### config.mk
export PLATFORM = sky130hd
export DESIGN_NAME = ir_edge_interval_frame_capture
export DESIGN_NICKNAME = d
export VERILOG_FILES = /design/src/rtl/core/irefc_pkg.sv /design/src/rtl/core/ir_edge_interval_frame_capture.sv
export SDC_FILE = /design/constraint.sdc
export NUM_CORES = 1
export LEC_CHECK = 0
export BUFFER_PORTS_ARGS = -buffer_cell sky130_fd_sc_hd__clkbuf_2
export CAP_MARGIN = 20
export CORE_UTILIZATION = 45
export DETAILED_ROUTE_END_ITERATION = 8
export RECOVER_POWER = 25
export SLEW_MARGIN = 25
export SYNTH_ARGS = -nofsm -noshare
export SYNTH_HDL_FRONTEND = slang
export SYNTH_SLANG_ARGS = --single-unit
### constraint.sdc
create_clock -name clk -period 8.1 [get_ports clk]
set_input_delay 2.43 -clock clk [delete_from_list [all_inputs] [get_ports clk]]
set_output_delay 2.43 -clock clk [all_outputs]
set_load 0.01 [all_outputs]
### src/rtl/core/irefc_pkg.sv
// Shared types and constants for the IR edge-interval frame capture block.
// Depends on nothing; imported by ir_edge_interval_frame_capture.
package irefc_pkg;

	// Interval store geometry
	localparam int MAX_EDGES       = 64;
	localparam int IDX_W           = $clog2(MAX_EDGES);
	localparam int COUNT_W         = $clog2(MAX_EDGES + 1);
	localparam int MIN_FRAME_EDGES = 4;

	// Timeout handling: threshold held in microseconds
	localparam int US_PER_MS       = 1000;
	localparam int TIMEOUT_MS_W    = 7;
	localparam int TIMEOUT_RESET   = 10;
	localparam int THR_W           = $clog2(((1 << TIMEOUT_MS_W) - 1) * US_PER_MS + 1);
	localparam int ENTRY_W         = 16;

	// Configuration port
	localparam int CFG_IDX_W       = 1;
	localparam int CFG_DATA_W      = TIMEOUT_MS_W;
	localparam logic [CFG_IDX_W-1:0] REG_ENABLE     = 1'd0;
	localparam logic [CFG_IDX_W-1:0] REG_TIMEOUT_MS = 1'd1;

	// Operation codes
	localparam logic [1:0] OP_EDGE    = 2'd0;
	localparam logic [1:0] OP_TICK    = 2'd1;
	localparam logic [1:0] OP_READ    = 2'd2;
	localparam logic [1:0] OP_RELEASE = 2'd3;

	typedef struct packed {
		logic [1:0]  operation;
		logic [31:0] now_us;
		logic        pin_level;
		logic [5:0]  entry_index;
	} in_word_t;

	typedef struct packed {
		logic        frame_ready;
		logic [6:0]  edge_count;
		logic        first_edge_level;
		logic [31:0] frame_time_us;
		logic [15:0] entry_us;
	} out_word_t;

endpackage

### src/rtl/core/ir_edge_interval_frame_capture.sv
// IR edge-interval frame capture: top level with timing state, interval store
// and output register. Depends on irefc_pkg.
//
//   channel  | handshake             | word
//   ---------+-----------------------+-----------------------------------------
//   in       | in_valid / in_ready   | in_word  (operation, now_us, level, index)
//   out      | out_valid / out_ready | out_word (ready, count, level, time, entry)
//   cfg      | cfg_we                | cfg_index, cfg_data (write only)
//
// One word per cycle sustained while out_ready stays high.
// A word is registered at s1 with its store read already issued; state is
// updated and the result registered as s1 moves into the output register.
// The input side stalls only while s1 is full and the output word is unread.
// Reset clears all timing state; the interval store needs no clearing pass.
module ir_edge_interval_frame_capture (
	input  logic                                clk,
	input  logic                                arst_n,
	input  logic                                in_valid,
	output logic                                in_ready,
	input  irefc_pkg::in_word_t                 in_word,
	output logic                                out_valid,
	input  logic                                out_ready,
	output irefc_pkg::out_word_t                out_word,
	input  logic                                cfg_we,
	input  logic [irefc_pkg::CFG_IDX_W-1:0]     cfg_index,
	input  logic [irefc_pkg::CFG_DATA_W-1:0]    cfg_data
);
	import irefc_pkg::*;

	// Configuration
	logic             enable_q;
	logic [THR_W-1:0] thr_q;

	// Capture state
	logic               started_q;
	logic [31:0]        last_q;
	logic [COUNT_W-1:0] icount_q;
	logic               first_level_q;
	logic               held_q;
	logic [COUNT_W-1:0] held_count_q;
	logic [31:0]        close_q;

	// Pipeline
	logic                 valid_s1;
	in_word_t             word_s1;
	logic [ENTRY_W-1:0]   rd_s1;
	logic                 advance;
	logic                 in_accept;

	// Interval store
	logic [ENTRY_W-1:0] store_mem [MAX_EDGES];
	logic               mem_we;
	logic [IDX_W-1:0]   mem_addr;
	logic [ENTRY_W-1:0] mem_wdata;

	// Next-state values
	logic               started_d;
	logic [31:0]        last_d;
	logic [COUNT_W-1:0] icount_d;
	logic               first_level_d;
	logic               held_d;
	logic [COUNT_W-1:0] held_count_d;
	logic [31:0]        close_d;
	logic [ENTRY_W-1:0] entry_d;
	logic [31:0]        gap;
	logic               gap_long;
	logic               do_close;

	assign advance   = valid_s1 && (!out_valid || out_ready);
	assign in_ready  = !valid_s1 || advance;
	assign in_accept = in_valid && in_ready;

	// Configuration writes; threshold kept in microseconds
	always_ff @(posedge clk or negedge arst_n) begin
		if (!arst_n) begin
			enable_q <= 1'b1;
			thr_q    <= THR_W'(TIMEOUT_RESET * US_PER_MS);
		end else if (cfg_we) begin
			case (cfg_index)
				REG_ENABLE:     enable_q <= cfg_data[0];
				REG_TIMEOUT_MS: thr_q    <= THR_W'(cfg_data) * THR_W'(US_PER_MS);
				default:        ;
			endcase
		end
	end

	// Input stage register
	always_ff @(posedge clk or negedge arst_n) begin
		if (!arst_n) begin
			valid_s1 <= 1'b0;
		end else if (in_ready) begin
			valid_s1 <= in_valid;
		end
	end

	always_ff @(posedge clk) begin
		if (in_accept) begin
			word_s1 <= in_word;
		end
	end

	// Store: read issued on accept, written as an edge word leaves s1
	always_ff @(posedge clk) begin
		if (in_accept) begin
			rd_s1 <= store_mem[in_word.entry_index[IDX_W-1:0]];
		end
		if (mem_we) begin
			store_mem[mem_addr] <= mem_wdata;
		end
	end

	// Gap against the previous edge, wrapping
	assign gap       = word_s1.now_us - last_q;
	assign gap_long  = gap > 32'(thr_q);
	assign mem_addr  = icount_q[IDX_W-1:0];
	assign mem_wdata = (gap > 32'(16'hFFFF)) ? 16'hFFFF : gap[ENTRY_W-1:0];

	// Step logic for the word in s1
	always_comb begin
		started_d     = started_q;
		last_d        = last_q;
		icount_d      = icount_q;
		first_level_d = first_level_q;
		held_d        = held_q;
		held_count_d  = held_count_q;
		close_d       = close_q;
		entry_d       = '0;
		mem_we        = 1'b0;
		do_close      = 1'b0;

		case (word_s1.operation)
			OP_EDGE: begin
				if (enable_q && !held_q) begin
					if (!started_q) begin
						started_d     = 1'b1;
						first_level_d = word_s1.pin_level;
					end else if (gap_long) begin
						do_close = 1'b1;
					end else if (icount_q < COUNT_W'(MAX_EDGES)) begin
						mem_we   = advance;
						icount_d = icount_q + COUNT_W'(1);
					end
					last_d = word_s1.now_us;
				end
			end
			OP_TICK: begin
				if (enable_q && !held_q && icount_q != '0 && gap_long) begin
					do_close  = 1'b1;
					started_d = 1'b0;
					last_d    = '0;
				end
			end
			OP_READ: begin
				if (held_q && COUNT_W'(word_s1.entry_index) < held_count_q) begin
					entry_d = rd_s1;
				end
			end
			OP_RELEASE: begin
				if (held_q) begin
					held_d       = 1'b0;
					held_count_d = '0;
					icount_d     = '0;
					started_d    = 1'b0;
					last_d       = '0;
				end
			end
			default: ;
		endcase

		// Frame close: keep it only with enough edges
		if (do_close) begin
			if (icount_q >= COUNT_W'(MIN_FRAME_EDGES)) begin
				held_d       = 1'b1;
				held_count_d = icount_q;
				close_d      = word_s1.now_us;
			end
			icount_d = '0;
		end
	end

	// State update as the word leaves s1
	always_ff @(posedge clk or negedge arst_n) begin
		if (!arst_n) begin
			started_q     <= 1'b0;
			last_q        <= '0;
			icount_q      <= '0;
			first_level_q <= 1'b0;
			held_q        <= 1'b0;
			held_count_q  <= '0;
			close_q       <= '0;
		end else if (advance) begin
			started_q     <= started_d;
			last_q        <= last_d;
			icount_q      <= icount_d;
			first_level_q <= first_level_d;
			held_q        <= held_d;
			held_count_q  <= held_count_d;
			close_q       <= close_d;
		end
	end

	// Output register
	always_ff @(posedge clk or negedge arst_n) begin
		if (!arst_n) begin
			out_valid <= 1'b0;
		end else if (advance) begin
			out_valid <= 1'b1;
		end else if (out_ready) begin
			out_valid <= 1'b0;
		end
	end

	always_ff @(posedge clk) begin
		if (advance) begin
			out_word.frame_ready      <= held_d;
			out_word.edge_count       <= 7'(held_count_d);
			out_word.first_edge_level <= first_level_d;
			out_word.frame_time_us    <= close_d;
			out_word.entry_us         <= entry_d;
		end
	end

	// Checks
	a_held_min_edges: assert property (@(posedge clk) disable iff (!arst_n)
		held_q |-> held_count_q >= COUNT_W'(MIN_FRAME_EDGES))
		else $error("held frame has too few edges");

	a_idle_count_zero: assert property (@(posedge clk) disable iff (!arst_n)
		!held_q |-> held_count_q == '0)
		else $error("held count set with no frame held");

	a_no_write_held: assert property (@(posedge clk) disable iff (!arst_n)
		mem_we |-> !held_q && icount_q < COUNT_W'(MAX_EDGES))
		else $error("store written while frame held or full");

	a_count_bound: assert property (@(posedge clk) disable iff (!arst_n)
		icount_q <= COUNT_W'(MAX_EDGES))
		else $error("interval count beyond store depth");

endmodule
; ---- Yosys cells after proc, flatten, opt, wreduce, memory -nomap -nowiden
; Memory sizes are Yosys's and may differ from the RTL's. A register that Yosys moved wholly into a read port is not among the register bits.
; Index checks and enable logic that the tools add are counted.
; Widths: inputs -> output; s select.
[classes]
addsub = 2
mul = 1
order_cmp = 5
n_eq_ne = 11
muxes = 42
n_bitwise = 1
n_reduce_logical = 21
[op_table]
columns = cell, count
row1 = $mux 32, 5
row2 = $pmux 32 s3, 1
row3 = $mux 7, 10
row4 = $gt 32x16->1 const B, 1
row5 = $gt 32x17->1, 1
row6 = $sub 32x32->32, 1
row7 = $mux 1, 22
row8 = $mux 16, 1
row9 = $ne 3x3->1 const B, 5
row10 = $mul 7x7->14 const B, 1
row11 = $pmux 7 s2, 1
row12 = $add 7x1->7 const B, 1
row13 = $ge 7x3->1 const B, 1
row14 = $lt 6x7->1, 1
row15 = $lt 7x7->1 const B, 1
row16 = $reduce_and 7->1, 1
row17 = $reduce_bool 7->1, 1
row18 = $logic_and 1x1->1, 6
row19 = $ne 2x2->1 const B, 3
row20 = $reduce_and 2->1, 3
row21 = $reduce_bool 3->1, 2
row22 = $reduce_and 5->1, 1
row23 = $eq 2x2->1 const B, 2
row24 = $logic_not 1->1, 3
row25 = other kinds (7), 8
[totals]
ff_bits = 196
ramBits = 1024
in_bits = 54
memories = 1
[memory_table]
columns = name, depth, word_bits, rd, rd_ports_with_merged_regs, wr, line
row1 = store_mem, 64, 16, 1, 1, 1, ir_edge_interval_frame_capture.sv:51  ; logic [ENTRY_W-1:0] store_mem [MAX_EDGES];

; ---- Logic depth before layout (Yosys ltp)
; Gate-level depths: netlist (run 1).
[depth]
depth_word = 10
ltp_mapped = 25

; ---- Worst setup path after synthesis (run 1)
; Ideal clock, no wire load.
[synth_timing]
path_type = input to register
startpoint = in cfg_data[0] (netlist bit)
endpoint = reg thr_q[16]
setup_time_ns = 0.135
t_arrival_ns = 6.014
t_required_ns = 7.965
setup_slack_ns = 1.951
cell_stages = 18
n_path_buf = 0
cell_sequence = fa_1 > fa_1 > inv_1 > fa_1 > inv_1 > fa_1 > ha_1 > inv_1 > nor2_1 > nor2_1 > o21bai_1 > a21oi_1 > o21bai_1 > a21oi_1 > o21bai_1 > a21oi_1 > xnor2_1 > o21ai_0
[synth_between]
elab_chain_len = 1
[synth_rtl]
columns = element, line
row1 = "start, declared", ir_edge_interval_frame_capture.sv:26  ; input logic [irefc_pkg::CFG_DATA_W-1:0] cfg_data
row2 = $mul 7x7->14, ir_edge_interval_frame_capture.sv:81  ; REG_TIMEOUT_MS: thr_q <= THR_W'(cfg_data) * THR_W'(US_PER_MS);
row3 = "end signal, assigned", ir_edge_interval_frame_capture.sv:77  ; thr_q <= THR_W'(TIMEOUT_RESET * US_PER_MS);
row4 = "end signal, assigned", ir_edge_interval_frame_capture.sv:81
row5 = "end, declared", ir_edge_interval_frame_capture.sv:32  ; logic [THR_W-1:0] thr_q;
; No other way between the ends.
; A chain may end at the register's enable or synchronous reset.

; ---- Worst setup path in the final report (run 1)
[layout_timing]
startpoint = reg word_s1[7] (netlist bit)
endpoint = mem store_mem[40][1], data pin
[layout_between]
elab_chain_len = 3
[layout_rtl]
columns = element, line
row1 = "start, declared", ir_edge_interval_frame_capture.sv:45  ; in_word_t word_s1;
row2 = "start signal, assigned", ir_edge_interval_frame_capture.sv:98  ; word_s1 <= in_word;
row3 = $sub 32x32->32 (*), ir_edge_interval_frame_capture.sv:113  ; assign gap = word_s1.now_us - last_q;
row4 = $gt 32x16->1, ir_edge_interval_frame_capture.sv:116  ; assign mem_wdata = (gap > 32'(16'hFFFF)) ? 16'hFFFF : gap[ENTRY_W-1:0];
row5 = $mux 16 (*), ir_edge_interval_frame_capture.sv:116
row6 = named net mem_wdata[1], ir_edge_interval_frame_capture.sv:54  ; logic [ENTRY_W-1:0] mem_wdata;
row7 = "end, declared", ir_edge_interval_frame_capture.sv:51
; The timed path passes the listed nets; every way through them passes the cells marked *.

==> qor.yml, run 1 <==
synthToLayoutAreaGrowth_pct: 13.24
synth_area_per_cell_sq_um: 20.28
cap_violations: 12
layout.cells.non_filler: 4291
cts_tree: "yes"
comb_power_share_pct: 11.5
post_cts_buffers: 0
ys_ff_latch: 1236
clk_latency_ns: 0.72
io-pin-count: 113
worstSetupPathType: "reg -> reg"
synth-main-ff-cell: "edfxtp_1"
run_status: "finished, violations left"
cts_max_level: 3
synth_edf_count: 1138
setup_viol: 0
via_count: 25000
max_freq_ghz: 0.1508
holdBufCountCts: 0
grt_pass1_wl_um: 176100
drtIter0Drc: 2425
ir_worst_vdd_mv: 0.2043
hold_class: "reg -> reg"
start_util_pct: 45.56
crit_chain: "inv_1 > ha_1 > inv_1 > fa_1 > a21o_1 > a221oi_1 > o31a_1 > o21ai_0 > a21o_1 > a21oi_1 > xnor2_1 > nor4_1 > clkbuf_1 > nand2b_2 > clkbuf_1"
wire_per_inst_um: 27.92
rsz0062_at_grt: "false"
syn-num-nets: 2656
ys_seq_area_share_pct: 72.36
die-width_um: 337.4
cp_max_fo: 64
p_seq_share_pct: 49.4
nets: 2859
cts.clk_slew.worst_paths_ns: 0.06
r2r_cells: 15
finClkSkew_ns: 0.05455
syn-cell-area_sq_um: 50630
grtUsageTotal_pct: 21.47
slowest_delay_ns: 1.98
p_int_w: 0.01130
whs_path_depth: 2
firstDrtPassIters: 6
ys_warn_count: 0
cp_slowest_cell: "clkbuf_1"
grt-ovfl-total: 0
p_switching_w: 0.003486
grt_pass1_vias: 25800
worstSetupStartpointType: "flop"
cts_buffers: 121
grt_max_degree: 102
worst_pin_slew_ns: 4.165
powerDensity_nw_per_um2: 257.9
dp_cells: 4064
nFillCells: 8871
place_congestion: 0.8283
die-area_sq_um: 113900
synthCells: 2496
synth-async-reset-ratio_pct: 7.929
relSlewSlack_pct: -177.7
drcViolationCount: 0
dp_hpwl_um: 71190
setup_tns_ns: 0
routed_via_density: 5.825
fin_crit_ns: 6.631
arrival_ns: 6.73
layout.area.seq_sq_um: 36630
switching_share_pct: 23.57
antenna_found_initial: 0
cts.sinks: 1236
cts_resized: 0
wl_um: 119800
die_h_um: 337.4
cts-root-buf: "clkbuf_16"
required_ns: 8.20
core_area_sq_um: 111100
clk_path_buf_depth: 3
finalHoldViolations: 0
drive_gt1_share_pct: 26.88
ant_nets: 0
fin_crit_sh_pct: 81.86
ys_types: 71
cp-end-kind: "flop"
num_rows: 122
p_leak_nw: 14.84
maxSlewViolCount: 593
violations: "max-capacitance violations, max-slew violations"
clkPwrFrac_pct: 39.1
port_buffers: 112
multi_input_area_sq_um: 13180
==> final cells by class <==
class                   count  share of cell area (%)
repair buffers            206                   2.062
clock buffers             143                   5.554
flip-flops and latches   1236                   63.90
well taps                1488                   3.247
clock inverters            82                   1.639
multi-input cells        1043                   23.00
diodes                      2                0.008730
inverters                  91                  0.5958
==> power by group through the flow <==
stage                     registers (W)  logic (W)  clock network, W
after floorplan                 0.00740    0.00125                 0
after global placement          0.00742    0.00170                 0
after detailed placement        0.00742    0.00173                 0
after CTS                       0.00730    0.00174           0.00589
after global routing            0.00733    0.00190           0.00613
final                           0.00730    0.00170           0.00579
==> layer usage <==
metal	track usage, %	up-vias	wire, um
li1	-	10580	-
met1	29.99	13460	51100
met2	35.48	802	59520
met3	3.625	160	6786
met4	4.871	0	2402
met5	0	-	0
==> worst paths after layout <==
kind	slack, ns	start	end
max	1.47	word_s1[7]	store_mem[40][1]
min	0.47	first_level_q	first_level_q
max reg2reg	1.47	word_s1[7]	store_mem[40][1]
min reg2reg	0.47	first_level_q	first_level_q
max in group asynchronous	3.30	arst_n	close_q[26]
min in group asynchronous	2.83	arst_n	thr_q[15]
==> stage by stage <==
step	setup WS, ns	util (%)	hold slack [ns]	power [W]	cell area (sq um)
floorplan	1.951	-	0.4418	0.008650	50630
global placement	1.476	48.01	0.4550	0.009118	53350
global route	1.063	51.59	0.4783	0.01535	57330
CTS	1.957	51.74	0.4770	0.01493	57500
detailed placement	1.495	48.03	0.4642	0.009150	53370
finish	1.469	51.59	0.4738	0.01479	57330
==> kinds of logic after synthesis <==
group	share of synthesized area, %
DFF	72.36
muxes	16.78
and+or+nand+nor	2.738
buffers and inverters	1.732
AOI/OAI and AO/OA	2.800
adders and majority gates	2.901
xor gates and xnor gates	0.6920
==> flip-flops by register name, summed over array words and instances (netlist names), 7 cells and up <==
register,cells
store_mem,1024
out_word,57
word_s1,41
close_q,32
last_q,32
rd_s1,16
thr_q,14
held_count_q,7
icount_q,7
==> synth_stat cells, types with 23 or more instances <==
library cell	number	area (sq um)
mux4_2	336	7567
a22o_1	38	332.8
nand2_1	54	202.7
nor2_1	100	375.4
xnor2_1	28	245.2
clkbuf_1	69	259.0
buf_1	31	116.4
a21oi_1	56	280.3
o21ai_0	41	205.2
ha_1	87	1089
inv_1	91	341.6
dfrtp_1	92	2302
mux2_4	29	435.4
edfxtp_1	1138	34170
mux2_2	42	473.0
and2_1	23	143.9
==> worst max-delay path: cells and delay by family, from the launching register on <==
family | cells | cell delay (ns)
simple gates | 2 | 0.34
xor+xnor | 1 | 0.21
compound gates | 6 | 1.74
fa+ha+maj | 2 | 0.56
flops | 1 | 0.42
buf+inv | 4 | 2.66
==> cell usage in the layout (no fill, tap or decap), types with 29 or more instances in the layout <==
cell / n
clkbuf_1: 97
mux2_4: 29
a21oi_1: 56
edfxtp_1: 1138
clkbuf_2: 45
mux2_2: 41
nand2_1: 51
buf_4: 78
o21ai_0: 42
a22o_1: 38
nor2_1: 100
mux4_2: 336
inv_1: 90
clkbuf_16: 124
ha_1: 87
dfrtp_1: 92
No activity file was read; power rests on OpenSTA's default activity.
==> inputs of run 2 (changes only) <==
--- a/config.mk
+++ b/config.mk
@@ -5,6 +5,7 @@
 export SDC_FILE = /design/constraint.sdc
 export NUM_CORES = 1
 export LEC_CHECK = 0
+export ABC_AREA = 1
 export BUFFER_PORTS_ARGS = -buffer_cell sky130_fd_sc_hd__clkbuf_2
 export CAP_MARGIN = 20
 export CORE_UTILIZATION = 45
==> constraint.sdc (replaced) <==
create_clock -name clk -period 6.9 [get_ports clk]
set_input_delay 2.07 -clock clk [delete_from_list [all_inputs] [get_ports clk]]
set_output_delay 2.07 -clock clk [all_outputs]
set_load 0.01 [all_outputs]
==> run 2 against run 1 <==
Net effect:
- the flow still finishes with violations (max-capacitance violations, max-slew violations)
- wire length is 22% higher
- synthesized cell count rose by 87%
- combinational power is 61% higher
==> qor.yml, run 2 <==
place_congestion: 0.9186  # was 0.8283
syn-num-nets: 4828  # was 2656
cts.clk_slew.worst_paths_ns: 0.06  # about the same
clk_latency_ns: 0.75  # was 0.72 ns
final_cell_mix: "edfxtp_1, nor2_1, nand2_1, o21ai_0, o22ai_1"  # was edfxtp_1, mux4_2, clkbuf_16, nor2_1, clkbuf_1
drive_gt1_share_pct: 8.195  # was 26.88%
p_seq_share_pct: 46.9  # was 49.4%
hold_class: "reg -> reg"  # unchanged
synth_top_family_by_area: "simple AND/OR/NAND/NOR gates"  # was multiplexers
required_ns: 7.24  # was 8.20 ns
synthTopCellsByCount: "edfxtp_1, nor2_1, nand2_1, o21ai_0, o22ai_1"  # was edfxtp_1, mux4_2, nor2_1, dfrtp_1, inv_1
num_rows: 125  # was 122
firstDrtPassIters: 8  # was 6
top_register: "store_mem"  # unchanged
worstSetupStartpointType: "input pin"  # was flop
maxSlewViolCount: 1229  # was 593
ys_types: 48  # was 71
die-area_sq_um: 119300  # was 113900 sq um
synth-compound-area-share_pct: 11.16  # was 2.800%
run_status: "finished, violations left"  # unchanged
ys_seq_area_share_pct: 69.05  # was 72.36%
routed_via_density: 5.681  # was 5.825
yosys.area.top_type_share_pct: 64.41  # was 67.50%
drcViolationCount: 0  # unchanged
yosysMostFrequentCell: "edfxtp_1"  # unchanged
largest_reg_flops: 1024  # unchanged
top_regs: "store_mem (1024), out_word (57), word_s1 (41)"  # unchanged
clkPwrFrac_pct: 38.2  # was 39.1%
core_area_sq_um: 116500  # was 111100 sq um
ys_ff_latch: 1236  # unchanged
finalHoldViolations: 0  # unchanged
violations: "max-capacitance violations, max-slew violations"  # unchanged
synthCells: 4668  # was 2496
p_int_w: 0.01342  # was 0.01130 W
synthToLayoutAreaGrowth_pct: 12.75  # was 13.24%
setup_viol: 0  # unchanged
place_area_sq_um: 55780  # was 53370 sq um
cts_resized: 0  # unchanged
start_util_pct: 45.53  # was 45.56%
synth_area_per_cell_sq_um: 11.37  # was 20.28 sq um
comb_power_share_pct: 14.9  # was 11.5%
grt_max_degree: 131  # was 102
nets: 4947  # was 2859
fin_crit_sh_pct: 86.29
fin_crit_ns: 5.954
setup_tns_ns: 0  # unchanged
post-synth-top-area-cell: "edfxtp_1"  # unchanged
die_h_um: 345.4  # was 337.4 um
switching_share_pct: 26.79  # was 23.57%
p_leak_nw: 18.27  # was 14.84 nW
drtIter0Drc: 3777  # was 2425
p_switching_w: 0.004910  # was 0.003486 W
grt_pass1_wl_um: 217500  # was 176100 um
dp_hpwl_um: 85740  # was 71190 um
grtUsageTotal_pct: 24.18  # was 21.47%
yosys.area_share.simple_pct: 12.63  # was 2.738%
cp-end-kind: "flop"  # unchanged
grt-ovfl-total: 0  # unchanged
synth-main-ff-cell: "edfxtp_1"  # unchanged
ant_nets: 0  # unchanged
ys_warn_count: 0  # unchanged
worst_pin_slew_ns: 3.718  # was 4.165 ns
syn-cell-area_sq_um: 53050  # was 50630 sq um
grt_pass1_vias: 34170  # was 25800
post_cts_buffers: 0  # unchanged
design_area_sq_um: 59820  # was 57330 sq um
io-pin-count: 113  # unchanged
cts-root-buf: "clkbuf_16"  # unchanged
holdBufCountCts: 0  # unchanged
synth_area_leaders: "edfxtp_1, o21ai_0, nor2_1"  # was edfxtp_1, mux4_2, dfrtp_1
clk_path_buf_depth: 3  # unchanged
max_freq_ghz: 0.1680
rsz0062_at_grt: "false"  # unchanged
synth_edf_count: 1138  # unchanged
synth_mux_area_share_pct: 0.01887  # was 16.78%
worstSetupPathType: "in -> reg"  # was reg -> reg
finClkSkew_ns: 0.03034  # was 0.05455 ns
synthXorXnorAreaFrac_pct: 0.4127  # was 0.6920%
cp_max_fo: 86  # was 64
final_common_cell: "edfxtp_1"  # unchanged
cts_tree: "yes"  # unchanged
synth-async-reset-ratio_pct: 7.929  # unchanged
cts_buffers: 132  # was 121
cts_max_level: 4  # was 3
cap_violations: 19  # was 12
port_buffers: 112  # unchanged
arrival_ns: 6.30  # was 6.73 ns
die-width_um: 345.4  # was 337.4 um
cts.sinks: 1236  # unchanged
relSlewSlack_pct: -147.8  # was -177.7%
wl_um: 146000  # was 119800 um
synthAdderAreaFrac_pct: 2.769  # was 2.901%
antenna_found_initial: 5  # was 0
ir_worst_vdd_mv: 0.2360  # was 0.2043 mV
via_count: 36410  # was 25000
powerDensity_nw_per_um2: 306.4  # was 257.9 nW/um^2
wire_per_inst_um: 22.79  # was 27.92 um
==> run 2: area by class of cell <==
type / instances / area (sq um)
antenna: 3 / 7.507
clock buffer: 176 / 3603
clock inverter: 52 / 629.4
fill: 10180 / 56700
inverter: 266 / 1015
multi-input combinational: 2892 / 14360
sequential: 1236 / 36630
tap: 1524 / 1907
timing repair buffer: 259 / 1667
==> run 2: final timing paths <==
| path | startpoint | to | slack [ns] | cells after the start |
|---|---|---|---|---|
| worst max register to register | word_s1[7] | store_mem[51][8] | 0.96 | 16 |
| worst min register to register | last_q[2] | last_q[2] | 0.47 | 2 |
| worst min-delay path | last_q[2] | last_q[2] | 0.47 | 2 |
| max in group asynchronous | arst_n | icount_q[3] | 2.31 | 2 |
| worst max-delay path | out_ready | out_word[24] | 0.95 | 7 |
| min in group asynchronous | arst_n | last_q[18] | 2.13 | 1 |
==> run 2: cell families (layout without fill, tap and decap cells) <==
group | after synthesis | count (layout)
xor gates and xnor gates | 25 | 25
adders and majority gates | 106 | 106
other | 0 | 3
and+or+nand+nor | 1698 | 1698
AOI/OAI and AO/OA | 1062 | 1062
DFF | 1236 | 1236
muxes | 1 | 1
buffers and inverters | 540 | 753
==> run 2: critical path, cell delays in order <==
cell        delay [ns]
clkbuf_2          0.08
inv_1             0.05
nand2_1           0.06
nand2_1           0.15
clkbuf_1          1.79
clkinvlp_2        1.31
buf_4             0.71
==> run 2: per-layer routing <==
metal / track usage (%) / vias up / share of wire [%]
met5: 0 / - / 0.0089
met4: 7.917 / 2 / 2.8
met3: 4.437 / 244 / 8.6
met2: 37.87 / 1505 / 46
met1: 34.10 / 17890 / 43
li1: - / 16770 / -
==> run 2: power groups by stage <==
| stage | combinational [W] | clock, W | sequential, W |
|---|---|---|---|
| after floorplan | 0.00189 | 0 | 0.00873 |
| after global placement | 0.00270 | 0 | 0.00874 |
| after detailed placement | 0.00274 | 0 | 0.00875 |
| after CTS | 0.00276 | 0.00709 | 0.00860 |
| after global routing | 0.00310 | 0.00738 | 0.00863 |
| final | 0.00273 | 0.00700 | 0.00860 |
==> run 2: metrics by stage <==
step / power, W / std cells / util, % / setup WS, ns / hold WS (ns)
after floorplan: 0.01062 / 4668 / - / 1.127 / 0.4419
after global placement: 0.01144 / 6177 / 47.87 / 0.6304 / 0.4535
after detailed placement: 0.01149 / 6177 / 47.87 / 0.6693 / 0.4617
after CTS: 0.01844 / 6405 / 51.51 / 1.445 / 0.4742
after global routing: 0.01911 / 6405 / 51.33 / 0.5906 / 0.4898
final: 0.01833 / 6408 / 51.34 / 0.9460 / 0.4715
